<file path="src/rtl/mst_pkg.sv">
package mst_pkg;

   // Field and table widths
   localparam int MOD_W    = 12;
   localparam int RES_W    = 12;
   localparam int ROOT_W   = 11;
   localparam int ENTRY_W  = 12;
   localparam int STATUS_W = 3;

   localparam int DEF_TABLE_DEPTH = 4096;

   // Table entry that marks a residue without a root
   localparam logic [ENTRY_W-1:0] NO_ROOT = 12'hFFF;

   // Modulus register reset value and largest modulus rejected as too small
   localparam logic [MOD_W-1:0] MOD_RESET = 12'd7;
   localparam logic [MOD_W-1:0] MOD_MIN_BAD = 12'd3;

   // Item action codes
   localparam logic ACT_BUILD = 1'b0;
   localparam logic ACT_QUERY = 1'b1;

   typedef enum logic [STATUS_W-1:0] {
      STATUS_OK       = 3'd0,
      STATUS_NONRES   = 3'd1,
      STATUS_RANGE    = 3'd2,
      STATUS_BADMOD   = 3'd3,
      STATUS_NOTBUILT = 3'd4
   } status_type;

   typedef enum logic [3:0] {
      SEQ_IDLE  = 4'b0001,
      SEQ_CLEAR = 4'b0010,
      SEQ_FILL  = 4'b0100,
      SEQ_QREAD = 4'b1000
   } seq_state_type;

   // Control from the sequencer to the square stepper
   typedef struct packed {
      logic init;
      logic advance;
   } step_ctl_type;

endpackage

</file>
<file path="src/rtl/mst_sqstep.sv">
module mst_sqstep
   import mst_pkg::*;
(
   input  logic               clock,
   input  step_ctl_type       ctl,
   input  logic [MOD_W-1:0]   modulus,
   output logic [ROOT_W-1:0]  y,
   output logic [MOD_W-1:0]   r,
   output logic               last
);

   logic [ROOT_W-1:0] y_ff, y_in;
   logic [MOD_W-1:0]  r_ff, r_in;
   logic [MOD_W-1:0]  odd;
   logic [MOD_W:0]    sum;
   logic [MOD_W:0]    wrapped;

   // Next square: (y+1)^2 = y^2 + 2y + 1, reduced by one compare and subtract
   always_comb begin
      odd     = {y_ff, 1'b1};
      sum     = {1'b0, r_ff} + {1'b0, odd};
      wrapped = (sum >= {1'b0, modulus}) ? (sum - {1'b0, modulus}) : sum;
      y_in    = y_ff;
      r_in    = r_ff;
      if (ctl.init) begin
         y_in = '0;
         r_in = '0;
      end else if (ctl.advance) begin
         y_in = y_ff + ROOT_W'(1);
         r_in = wrapped[MOD_W-1:0];
      end
   end

   always_ff @(posedge clock) begin
      y_ff <= y_in;
      r_ff <= r_in;
   end

   assign y    = y_ff;
   assign r    = r_ff;
   assign last = (y_ff == modulus[MOD_W-1:1]);

endmodule

</file>
<file path="config.mk">
export PLATFORM = sky130hd
export DESIGN_NAME = mst_sqstep
export DESIGN_NICKNAME = d
export VERILOG_FILES = /design/src/rtl/mst_pkg.sv /design/src/rtl/mst_sqstep.sv
export SDC_FILE = /design/constraint.sdc
export NUM_CORES = 1
export LEC_CHECK = 0
export ABC_AREA = 1
export CELL_PAD_IN_SITES_DETAIL_PLACEMENT = 0
export CELL_PAD_IN_SITES_GLOBAL_PLACEMENT = 1
export CORE_ASPECT_RATIO = 0.9
export CORE_MARGIN = 4
export CORE_UTILIZATION = 40
export DETAILED_ROUTE_END_ITERATION = 16
export DONT_BUFFER_PORTS = 1
export GPL_TIMING_DRIVEN = 0
export PLACE_DENSITY = 0.78
export RECOVER_POWER = 50
export SYNTH_ARGS = -nofsm -noshare
export SYNTH_HDL_FRONTEND = slang
export SYNTH_SLANG_ARGS = --single-unit
</file>
<file path="constraint.sdc">
create_clock -name clock -period 2.5 [get_ports clock]
set_input_delay 0.125 -clock clock [delete_from_list [all_inputs] [get_ports clock]]
set_output_delay 0.125 -clock clock [all_outputs]
set_load 0.02 [all_outputs]
</file>
Word-level counts from Yosys, hierarchy flattened. Cells that the tools add are included.

Add/sub/neg operators: 3. Multipliers: 0. Divide/modulo/power cells: 0. Magnitude comparators: 1. Eq/ne operators: 1. Shift operators: 0. Muxes and demuxes: 1. Bitwise gates (word level): 0. Reductions and logical operators: 0.

Operators with widths (number): $add A12 B12 Y13 (1); $ge A13 B12 Y1 (1); $mux W12 (1); $sub A12 B12 Y12 (1); $add A11 B1 Y11 const B (1); $eq A11 B11 Y1 (1).

Bits in registers: 23. Bits in latches: 0. RAM bits: 0. Bits in read-only memories: 0. Word-level logic and storage cells: 8. Memories: 0.

Depth between registers and ports, before layout. Gate-level depths: netlist of run 1.

Word-level depth: 3. Gate-level depth with buffers: 23.

Least setup slack after synthesis of run 1. OpenSTA, ideal clock, no wires.

Kind: flip-flop to flip-flop. Start point: register y_ff[0], in the netlist y[0]. End point: register r_ff[2], in the netlist r[2]. Data arrival time: 2.719 ns. Path slack: -0.352 ns. Cell stages (with the launch flop): 21. Path buffers: 1. Cells stage by stage: dfxtp_1 > fa_1 > nand3_1 > nand3_1 > nand2_1 > nand2_1 > xnor2_1 > inv_1 > ha_1 > nand2_1 > nor2_1 > nand3_1 > nand3_2 > nand2_1 > nand2_1 > nand2_2 > nand2_2 > buf_6 > nand2_1 > nand3_1 > a21oi_1.

Longest elaborated chain between the ends: 3. Elaborated cells between the ends (all ways): 4.

Ends and longest elaborated chain: start, declared (RTL line mst_sqstep.sv:12) `logic [ROOT_W-1:0] y_ff, y_in;`; start signal, assigned (RTL line mst_sqstep.sv:35) `y_ff <= y_in;`; $add A12 B12 Y13 * (RTL line mst_sqstep.sv:21) `sum = {1'b0, r_ff} + {1'b0, odd};`; $sub A12 B12 Y12 / $ge A13 B12 Y1 (equally long branches) (RTL line mst_sqstep.sv:22) `wrapped = (sum >= {1'b0, modulus}) ? (sum - {1'b0, modulus}) : sum;`; $mux W12 * (RTL line mst_sqstep.sv:22); end signal, assigned (RTL line mst_sqstep.sv:36) `r_ff <= r_in;`; end, declared (RTL line mst_sqstep.sv:13) `logic [MOD_W-1:0] r_ff, r_in;`.

Mark *: on every way between the ends. The rest lies on a longest branch, timed or not. A chain may end at the register's enable or synchronous reset.

Worst setup path in the final report of run 1.
Start point: register y_ff[1], in the netlist y[1]. End point: register r_ff[8], in the netlist r[8].

Same word-level chain as after synthesis.

==> summary.md, run 1 <==
| Metric | Value |
|---|---|
| H-tree levels | 1 |
| First-pass GRT wire length | 12,540 um |
| Hold WC Path Type | input pin to flip-flop |
| Die height | 82.74 um |
| Diode count | 0 |
| Largest net degree at the start of global routing | 13 |
| Worst path top cell family by delay | simple AND/OR/NAND/NOR gates |
| Root buf cell | clkbuf_8 |
| Initial Util | 42.39% |
| Pleak | 0.001594 uW |
| Clk slew on worst S/H paths | 0.08 ns |
| Hold Vio Cnt, Final | 0 |
| Vias in the first global route | 2,540 |
| CP arrival | 2.99 ns |
| All-Layer GR Usage | 21.16% |
| Fillcell total | 595 |
| Residual DRC | 0 |
| Total grt overflow | 0 |
| Vias | 2,617 |
| M1 WL | 3536 um |
| Synth async-reset ratio | 0% |
| Post-synth EDFFs | 0 |
| CTS buffer count | 3 |
| Placed Cells | 481 |
| Vias per inst | 5.255 |
| Synthesis Warnings | 0 |
| Top_reg_cell synth | dfxtp_1 |
| Fin crit share | 114.3% |
| Final wirelength | 7782 um |
| CP max stage cell | dfxtp_4 |
| Status | finished with violations |
| Cells after synthesis | 411 |
| Die area | 7532 um^2 |
| Share of cells above drive strength 1 | 31.78% |
| CTS Sinks | 23 |
| Mean Syn Cell Area | 6.040 um^2 |
| CTS tree | yes |
| Initial DRT Pass Iterations | 4 |
| Worst path max stage delay | 0.40 ns |
| Initial DRC Count | 160 |
| Crit path time final | 2.857 ns |
| FF+latch count, synth | 23 |
| Hpwl dp | 6191 um |
| WL/cell | 15.63 um |
| Post-synthesis sequential area ratio | 18.55% |
| CP required | 2.64 ns |
| Finished Layout Cells | 498 |
| Setup crit start | y[1] |
| Synthesized area | 2482 um^2 |
| Unique masters post-synth | 29 |
| Cells along the critical path | ha_4 > nand2_1 > nor2_4 > nand2_1 > nand3_1 > xor2_2 > inv_1 > ha_4 > nand2_1 > nor2_2 > nand3_1 > nand2_1 > inv_1 > nand2_2 > nand2_4 > nand2_4 > buf_6 > nand2_2 > nand3_2 > a21oi_1 |
| Rows | 26 |
| Slew @ Worst Pin | 0.6815 ns |
| WL met3 | 643 um |
| RSZ-0062 raised after global routing | true |
| Area grow syn2layout | 33.37% |
| Max Slew Vio Count | 0 |
| Final setup margin | -0.3571 ns |
| Sum of buffers and inverters on the critical path | 3 |
| I/O Pins | 39 |
| Critical path class | flip-flop to flip-flop |
| VDD IR-drop max | 0.2670 mV |
| RD Place Congestion | 0.8207 |
| CTS Buffer Depth | 2 |
| Worst Skew | 0.005668 ns |
| Critical Path Fanout Max | 6 |
| Antenna Nets Post-Route | 0 |
| Violated checks | negative setup slack |
| Total power | 1035 uW |
| Core area | 5856 um^2 |
| Hold Crit Start | ctl[1] |
| Worst setup SP type | flip-flop |
| Power per Cell Area | 312.5 nW/um^2 |
| Max_slew headroom | 54.22% |
| Total negative setup slack | -3.962 ns |
| Final Net Count | 470 |
| Initial antenna violation count | 0 |
| Die span in x | 91.04 um |
| Clk_lat worst skew | 0.27 ns |
| CP most frequent cell | nand2_1 |
| Top Layer Used | met4 |
| Post-synthesis net count | 452 |
| Worst r2r src | y[1] |
| Port Buf Inserts | 0 |
| Crit path capture type | flip-flop |
| DR WL met2 | 3526 um |
| Final setup vio count | 12 |
| Maxcap violations | 0 |
| Max frequency | 0.3500 GHz |
[area by class of cell]
| type | count | area, um^2 | area share [%] |
|---|---|---|---|
| buffer | 7 | 57.56 | 1.738 |
| sequential | 23 | 514.2 | 15.53 |
| inverter | 76 | 285.3 | 8.617 |
| tap | 70 | 87.58 | 2.645 |
| multi-input combinational | 305 | 2217 | 66.97 |
| timing repair buffer | 13 | 103.9 | 3.137 |
| clock buffer | 4 | 45.04 | 1.361 |
[where the power goes]
| part | internal [uW] | leakage, uW | total (uW) | switching (uW) |
|---|---|---|---|---|
| Sequential | 372 | 0.000199 | 411 | 39.1 |
| Combinational | 157 | 0.00137 | 390 | 233 |
| Clock | 114 | 0.0000228 | 234 | 120 |
[metrics by stage]
stage               setup WS [ns]  hold WS [ns]  instance area [um^2]  utilization [%]
floorplan                 -0.1010        0.1941                  2630                -
global placement          -0.6574        0.1965                  2718            46.41
detailed placement        -0.6968        0.1982                  2718            46.41
CTS                       -0.3632      0.006467                  3152            53.82
global route              -0.5420      0.009800                  3311            56.54
finish                    -0.3571       0.01058                  3311            56.54
[cell families (layout without fill, tap and decap cells)]
| kind of cell | count (synthesis) | count (layout) | share of synthesized area (%) |
|---|---|---|---|
| xor+xnor | 19 | 19 | 6.704 |
| fa+ha+maj | 26 | 26 | 13.71 |
| simple gates | 212 | 212 | 36.74 |
| flops | 23 | 23 | 18.55 |
| compound gates | 48 | 48 | 10.74 |
| buf+inv | 83 | 100 | 13.56 |
[placed cells by master, fill, tap and decap left out, types with 3 or more instances in the layout]
| cell | count |
|---|---|
| o21ai_0 | 10 |
| xnor2_1 | 5 |
| ha_4 | 15 |
| nor3_1 | 3 |
| ha_1 | 9 |
| a21oi_1 | 25 |
| buf_4 | 13 |
| nand2_2 | 21 |
| dfxtp_4 | 12 |
| inv_1 | 71 |
| a21oi_2 | 4 |
| dfxtp_2 | 7 |
| nand2_4 | 9 |
| nand2_1 | 88 |
| xor2_1 | 7 |
| nand3_1 | 27 |
| xor2_2 | 4 |
| nand3_2 | 18 |
| clkbuf_8 | 3 |
| inv_2 | 5 |
| nor2_2 | 7 |
| dfxtp_1 | 4 |
| nand4_1 | 5 |
| nor2_1 | 25 |
[Yosys cell counts (3+ instances only)]
master     n  area share, %
a21oi_1   28            5.6
dfxtp_1   23             19
ha_1      24             12
inv_1     75             11
nand2_1  114             17
nand2_2    4            1.0
nand3_1   44            8.9
nand3_2    3            1.2
nand4_1    5            1.3
nor2_1    32            4.8
nor3_1     5            1.0
o21ai_0   11            2.2
xnor2_1    7            2.5
xor2_1    12            4.2
[flip-flops by register name, indices dropped and copies added, names as in the netlist]
| register | cells |
|---|---|
| y | 11 |
| r | 12 |
[tightest hold or removal path: stages]
cell	delay [ns]
nor2_1	0.02
o21ai_1	0.06
inv_1	0.04
[final timing paths]
kind	to	slack (ns)	depth (start not counted)
setup reg to reg	r[8]	-0.36	20
setup / recovery	r[8]	-0.36	20
hold reg to reg	r[9]	0.55	2
hold / removal	r[0]	0.01	3
[metal layers]
| metal | track usage (%) | vias to the layer above |
|---|---|---|
| li1 | - | 1339 |
| met1 | 26.91 | 1196 |
| met2 | 36.66 | 74 |
| met3 | 6.159 | 8 |
| met4 | 3.012 | 0 |
| met5 | 0 | - |
[what timing repair did]
item,in CTS,in global routing
setup endpoints to repair,12,12
pin swaps,25,22
hold buffers,1,0
buffers inserted,8,3
hold endpoints to repair,3,0
gates resized for setup,69,31
gates cloned,1,0
Power figures use the tool's default switching activity.
==> run 2: changes to the inputs <==
==> constraint.sdc (replaced) <==
create_clock -name clock -period 2.5 [get_ports clock]
set_input_delay 0.625 -clock clock [delete_from_list [all_inputs] [get_ports clock]]
set_output_delay 0.625 -clock clock [all_outputs]
set_load 0.02 [all_outputs]
==> run 2 against run 1 <==
  * The flow still finishes with violations (negative setup slack)
  * Sequential cell count unchanged
  * Fmax about the same
  * Register-to-register slack about the same
  * First-iteration DRC count decreased by 24%
  * Non-clock buffer count decreased by 1
  * Critical path type unchanged
  * Largest cell class unchanged
==> summary.md, run 2 (synthesized netlist as in run 1, its figures left out) <==
| Metric | Value |
|---|---|
| Status | finished with violations (unchanged) |
| Violated checks | negative setup slack (unchanged) |
| CTS Sinks | 23 (unchanged) |
| All-Layer GR Usage | 21.06% (was 21.16%) |
| WL/cell | 15.62 um (was 15.63 um) |
| R2R setup slack | -0.36 ns (about the same) |
| CTS tree | yes (unchanged) |
| Final wirelength | 7765 um (was 7782 um) |
| Area grow syn2layout | 32.91% (was 33.37%) |
| Worst setup SP type | flip-flop (unchanged) |
| Share of cells above drive strength 1 | 31.62% (was 31.78%) |
| Die height | 82.74 um (unchanged) |
| CP required | 2.64 ns (about the same) |
| Commonest non-fill, non-tap cell in the layout | nand2_1 (unchanged) |
| H-tree levels | 1 (unchanged) |
| Initial DRT Pass Iterations | 4 (unchanged) |
| Crit path time final | 2.857 ns (about the same) |
| Commonest non-fill, non-tap cells in the layout | nand2_1 (88), inv_1 (71), nand3_1 (28) (was nand2_1 (88), inv_1 (71), nand3_1 (27)) |
| Power per Cell Area | 313.1 nW/um^2 (was 312.5 nW/um^2) |
| Critical Path Fanout Max | 5 (was 6) |
| Total negative setup slack | -3.954 ns (was -3.962 ns) |
| Final setup vio count | 12 (unchanged) |
| VDD IR-drop max | 0.2667 mV (was 0.2670 mV) |
| Initial DRC Count | 122 (was 160) |
| Max_slew headroom | 64.63% (was 54.22%) |
| Vias | 2,618 (was 2,617) |
| Diode count | 0 (unchanged) |
| Residual DRC | 0 (unchanged) |
| Largest net degree at the start of global routing | 13 (unchanged) |
| Final setup margin | -0.3570 ns (was -0.3571 ns) |
| Vias in the first global route | 2,533 (was 2,540) |
| Antenna Nets Post-Route | 0 (unchanged) |
| Critical path class | flip-flop to flip-flop (unchanged) |
| Initial Util | 42.39% (unchanged) |
| Finished Layout Cells | 497 (was 498) |
| RSZ-0062 raised after global routing | true (unchanged) |
| Slew @ Worst Pin | 0.5305 ns (was 0.6815 ns) |
| Crit path capture type | flip-flop (unchanged) |
| Worst Skew | 0.005555 ns (was 0.005668 ns) |
| Die span in x | 91.04 um (unchanged) |
| Vias per inst | 5.268 (was 5.255) |
| I/O Pins | 39 (unchanged) |
| Clk slew on worst S/H paths | 0.08 ns (about the same) |
| Clk_lat worst skew | 0.27 ns (about the same) |
| Fin crit share | 114.3% (about the same) |
| Max reg flops | 12 (unchanged) |
| Hold Slack | 0.4103 ns (was 0.01058 ns) |
| CTS buffer count | 3 (unchanged) |
| CTS Buffer Depth | 2 (unchanged) |
| Core area | 5856 um^2 (unchanged) |
| Final Net Count | 469 (was 470) |
| Total power | 1033 uW (was 1035 uW) |
| Initial antenna violation count | 0 (unchanged) |
| Maxcap violations | 0 (unchanged) |
| Pleak | 0.001587 uW (was 0.001594 uW) |
| First-pass GRT wire length | 12,500 um (was 12,540 um) |
| Max Slew Vio Count | 0 (unchanged) |
| Hold Vio Cnt, Final | 0 (unchanged) |
| Hold WC Path Type | input pin to flip-flop (unchanged) |
| Hpwl dp | 6191 um (unchanged) |
| Final core occ | 56.35% (was 56.54%) |
| Placed Cells | 481 (unchanged) |
| Die area | 7532 um^2 (unchanged) |
| Port Buf Inserts | 0 (unchanged) |
| Max frequency | 0.3500 GHz (about the same) |
| RD Place Congestion | 0.8207 (unchanged) |
| Rows | 26 (unchanged) |
| Total grt overflow | 0 (unchanged) |
| CP arrival | 2.99 ns (about the same) |
| Root buf cell | clkbuf_8 (unchanged) |
[run 2: cell types whose count changed in the layout (fill, tap and decap cells not counted)]
cell           delta
nor3_2            +1
dlygate4sd3_1     -1
nand3_2           -1
clkbuf_1          +1
buf_2             -1
nor3_1            -1
nand3_1           +1
[run 2: cell type report]
cell class / count / area (um^2)
Tap cell: 70 / 87.58
Buffer: 7 / 56.30
Sequential cell: 23 / 514.2
Inverter: 76 / 285.3
Fill cell: 595 / 2556
Multi-Input combinational cell: 305 / 2217
Clock buffer: 4 / 45.04
Timing Repair Buffer: 12 / 93.84
[run 2: final timing paths]
path / from / end / depth (start not counted)
setup / recovery: r[1] / r[8] / 20
hold / removal: ctl[1] / r[11] / 1
setup reg to reg: r[1] / r[8] / 20
hold reg to reg: r[9] / r[9] / 2
[run 2: layer usage]
metal | global-route usage [%] | vias to the layer above | part of all wire [%]
met2 | 36.30 | 72 | 45
met5 | 0 | - | 0
met1 | 26.91 | 1199 | 46
met3 | 6.159 | 10 | 7.9
met4 | 3.012 | 0 | 1.1
li1 | - | 1337 | -
[run 2: worst max-delay path: stages, from the launching register on]
cell,delay (ns)
dfxtp_4,0.40
fa_2,0.42
nand3_2,0.09
nand3_4,0.11
nand2_2,0.08
nand2_2,0.06
xnor2_2,0.23
inv_2,0.07
ha_4,0.30
nand2_4,0.07
nor2_4,0.11
nand3_2,0.09
nand3_2,0.09
nand2_2,0.05
nand2_2,0.07
nand2_4,0.07
nand2_4,0.09
buf_6,0.14
nand2_2,0.06
nand3_2,0.06
a21oi_1,0.06
[run 2: power breakdown]
group          leakage (uW)  switching [uW]  internal, uW
sequential         0.000199            39.1           372
combinational       0.00137             232           155
clock             0.0000228             121           114
total               0.00159             392           641
[run 2: what timing repair did]
action / in CTS / in global routing
cloned: 1 / 0
buffers inserted: 8 / 3
hold buffers: 0 / 0
pin swaps: 25 / 22
endpoints found under the setup margin: 13 / 12
gates resized for setup: 70 / 31
[run 2: through the flow]
step	cell area (um^2)	worst slack, ns
4_1_cts	3147	-0.3632
3_3_place_gp	2718	-0.6574
2_1_floorplan	2630	-0.1010
3_5_place_dp	2718	-0.6968
6_report	3299	-0.3570
5_1_grt	3299	-0.5392
==> run 3: changes to the inputs <==
- CELL_PAD_IN_SITES_DETAIL_PLACEMENT: 0 -> not set
- CELL_PAD_IN_SITES_GLOBAL_PLACEMENT: 1 -> not set
- CORE_UTILIZATION: 40 -> 50
- PLACE_DENSITY: 0.78 -> 0.69
==> run 3 against run 2 <==
  * The flow still finishes with violations (negative setup slack)
  * Critical path depth unchanged
  * Largest power group unchanged
  * Routed wire length decreased by 1.4%
  * Sequential power about the same
  * Register-to-register slack got worse by 0.05 ns
  * Critical path type unchanged
  * Largest cell class unchanged
  * Sequential cell count unchanged
  * Via count increased by 1.4%
==> summary.md, run 3 (synthesized netlist as in run 1, its figures left out) <==
| Metric | Value |
|---|---|
| Worst path max stage delay | 0.42 ns (about the same) |
| Worst path top cell family by delay | simple AND/OR/NAND/NOR gates (unchanged) |
| WL/cell | 15.50 um (was 15.62 um) |
| Diode count | 0 (unchanged) |
| CTS buffer count | 3 (unchanged) |
| Hold Slack | 0.4052 ns (was 0.4103 ns) |
| Hold Vio Cnt, Final | 0 (unchanged) |
| Final setup vio count | 12 (unchanged) |
| Power per Cell Area | 317.8 nW/um^2 (was 313.1 nW/um^2) |
| H-tree levels | 1 (unchanged) |
| Sum of buffers and inverters on the critical path | 2 (unchanged) |
| CP arrival | 3.04 ns (was 2.99 ns) |
| Maxcap violations | 0 (unchanged) |
| Hold WC Path Type | input pin to flip-flop (unchanged) |
| Rows | 24 (was 26) |
| Port Buf Inserts | 0 (unchanged) |
| I/O Pins | 39 (unchanged) |
| Initial antenna violation count | 0 (unchanged) |
| Commonest non-fill, non-tap cell in the layout | nand2_1 (unchanged) |
| CTS Buffer Depth | 2 (unchanged) |
| Max reg flops | 12 (unchanged) |
| Initial Util | 51.35% (was 42.39%) |
| Critical path class | flip-flop to flip-flop (unchanged) |
| Vias per inst | 5.374 (was 5.268) |
| VDD IR-drop max | 0.2861 mV (was 0.2667 mV) |
| RD Place Congestion | 0.9405 (was 0.8207) |
| Final Net Count | 471 (was 469) |
| Worst setup SP type | flip-flop (unchanged) |
| Slew @ Worst Pin | 0.6239 ns (was 0.5305 ns) |
| Antenna Nets Post-Route | 0 (unchanged) |
| Max frequency | 0.3434 GHz (was 0.3500 GHz) |
| Pleak | 0.001551 uW (was 0.001587 uW) |
| Die span in x | 82.27 um (was 91.04 um) |
| RSZ-0062 raised after global routing | true (unchanged) |
| Max_slew headroom | 58.41% (was 64.63%) |
| Largest net degree at the start of global routing | 13 (unchanged) |
| Root buf cell | clkbuf_8 (unchanged) |
| Crit path capture type | flip-flop (unchanged) |
| Die height | 74.85 um (was 82.74 um) |
| Vias in the first global route | 2,496 (was 2,533) |
| Fin crit share | 116.5% (was 114.3%) |
| First-pass GRT wire length | 12,010 um (was 12,500 um) |
| Critical Path Fanout Max | 5 (unchanged) |
| Vias | 2,655 (was 2,618) |
| Final setup margin | -0.4118 ns (was -0.3570 ns) |
| Die area | 6158 um^2 (was 7532 um^2) |
| Total negative setup slack | -4.521 ns (was -3.954 ns) |
| Commonest non-fill, non-tap cells in the layout | nand2_1 (94), inv_1 (70), nand3_1 (29) (was nand2_1 (88), inv_1 (71), nand3_1 (28)) |
| Crit path time final | 2.912 ns (was 2.857 ns) |
| Status | finished with violations (unchanged) |
| Total grt overflow | 0 (unchanged) |
| Share of cells above drive strength 1 | 31.47% (was 31.62%) |
| CP required | 2.62 ns (was 2.64 ns) |
| Violated checks | negative setup slack (unchanged) |
| Residual DRC | 0 (unchanged) |
| Max Slew Vio Count | 0 (unchanged) |
| Worst Skew | 0.01210 ns (was 0.005555 ns) |
| Cells along the critical path | fa_2 > nand3_2 > nand3_4 > nand2_1 > nand2_2 > xnor2_2 > inv_2 > ha_4 > nand2_1 > a21oi_2 > nor2_2 > nand3_2 > nand2_1 > nand2_1 > nand2_2 > nand2_4 > buf_6 > nand2_2 > nand3_2 > a21oi_1 (was fa_2 > nand3_2 > nand3_4 > nand2_2 > nand2_2 > xnor2_2 > inv_2 > ha_4 > nand2_4 > nor2_4 > nand3_2 > nand3_2 > nand2_2 > nand2_2 > nand2_4 > nand2_4 > buf_6 > nand2_2 > nand3_2 > a21oi_1) |
| CTS Sinks | 23 (unchanged) |
| Final wirelength | 7658 um (was 7765 um) |
| Area grow syn2layout | 30.59% (was 32.91%) |
| Clk slew on worst S/H paths | 0.09 ns (was 0.08 ns) |
| Initial DRC Count | 203 (was 122) |
| CP max stage cell | fa_2 (unchanged) |
| Core area | 4835 um^2 (was 5856 um^2) |
| CP most frequent cell | nand2_1 (was nand2_2) |
| All-Layer GR Usage | 25.78% (was 21.06%) |
| Initial DRT Pass Iterations | 5 (was 4) |
| CTS tree | yes (unchanged) |
| Hpwl dp | 5730 um (was 6191 um) |
| Clk_lat worst skew | 0.27 ns (about the same) |
-- run 3: changes by cell type in the layout (fill, tap and decap cells not counted), moves of 2 or more --
cell | before | now
dfxtp_4 | 12 | 14
buf_2 | 0 | 3
dfxtp_1 | 4 | 2
nand2_1 | 88 | 94
nand2_4 | 9 | 5
nand2_2 | 21 | 19
-- run 3: area by class of cell --
| type | count | area (um^2) |
|---|---|---|
| clock buffers | 4 | 45.04 |
| repair buffers | 14 | 106.4 |
| fillers | 429 | 1593 |
| plain buffers | 7 | 51.30 |
| well taps | 65 | 81.33 |
| multi-input cells | 305 | 2151 |
| flip-flops and latches | 23 | 521.8 |
| inverters | 76 | 285.3 |
-- run 3: what timing repair did --
| item | 4_1_cts | 5_1_grt |
|---|---|---|
| cloned | 2 | 0 |
| endpoints found under the setup margin | 13 | 13 |
| resized for setup | 65 | 26 |
| buffers inserted | 11 | 1 |
| pin swaps | 26 | 16 |
| hold buffers | 0 | 0 |
-- run 3: metrics by stage --
stage	instances	total power, uW	utilization [%]	worst slack, ns	instance area (um^2)
after detailed placement	476	739.8	56.08	-0.6408	2711
after floorplan	411	668.0	-	-0.1010	2630
after global placement	476	734.1	56.08	-0.6384	2711
after global routing	494	1101	67.05	-0.5396	3242
final	494	1030	67.05	-0.4118	3242
after CTS	493	1022	65.09	-0.3164	3147
-- run 3: routing by layer --
layer / wire length [um] / track usage (%) / vias to the layer above
met5: 0 / 0 / -
met4: 65 / 2.952 / 0
met3: 662 / 5.502 / 5
met2: 3505 / 42.17 / 97
met1: 3424 / 35.98 / 1217
li1: - / - / 1336
-- run 3: power by group --
part | leakage (uW) | internal [uW] | switching, uW
Sequential | 0.000200 | 370 | 38.5
Combinational | 0.00133 | 154 | 227
Clock | 0.0000228 | 114 | 127
Total | 0.00155 | 638 | 393
-- run 3: worst paths after layout --
path	startpoint	cells past startpoint	to	slack [ns]
setup reg to reg	r[1]	20	r[2]	-0.41
hold reg to reg	r[10]	2	r[10]	0.54
setup / recovery	r[1]	20	r[2]	-0.41
hold / removal	ctl[1]	1	r[11]	0.41
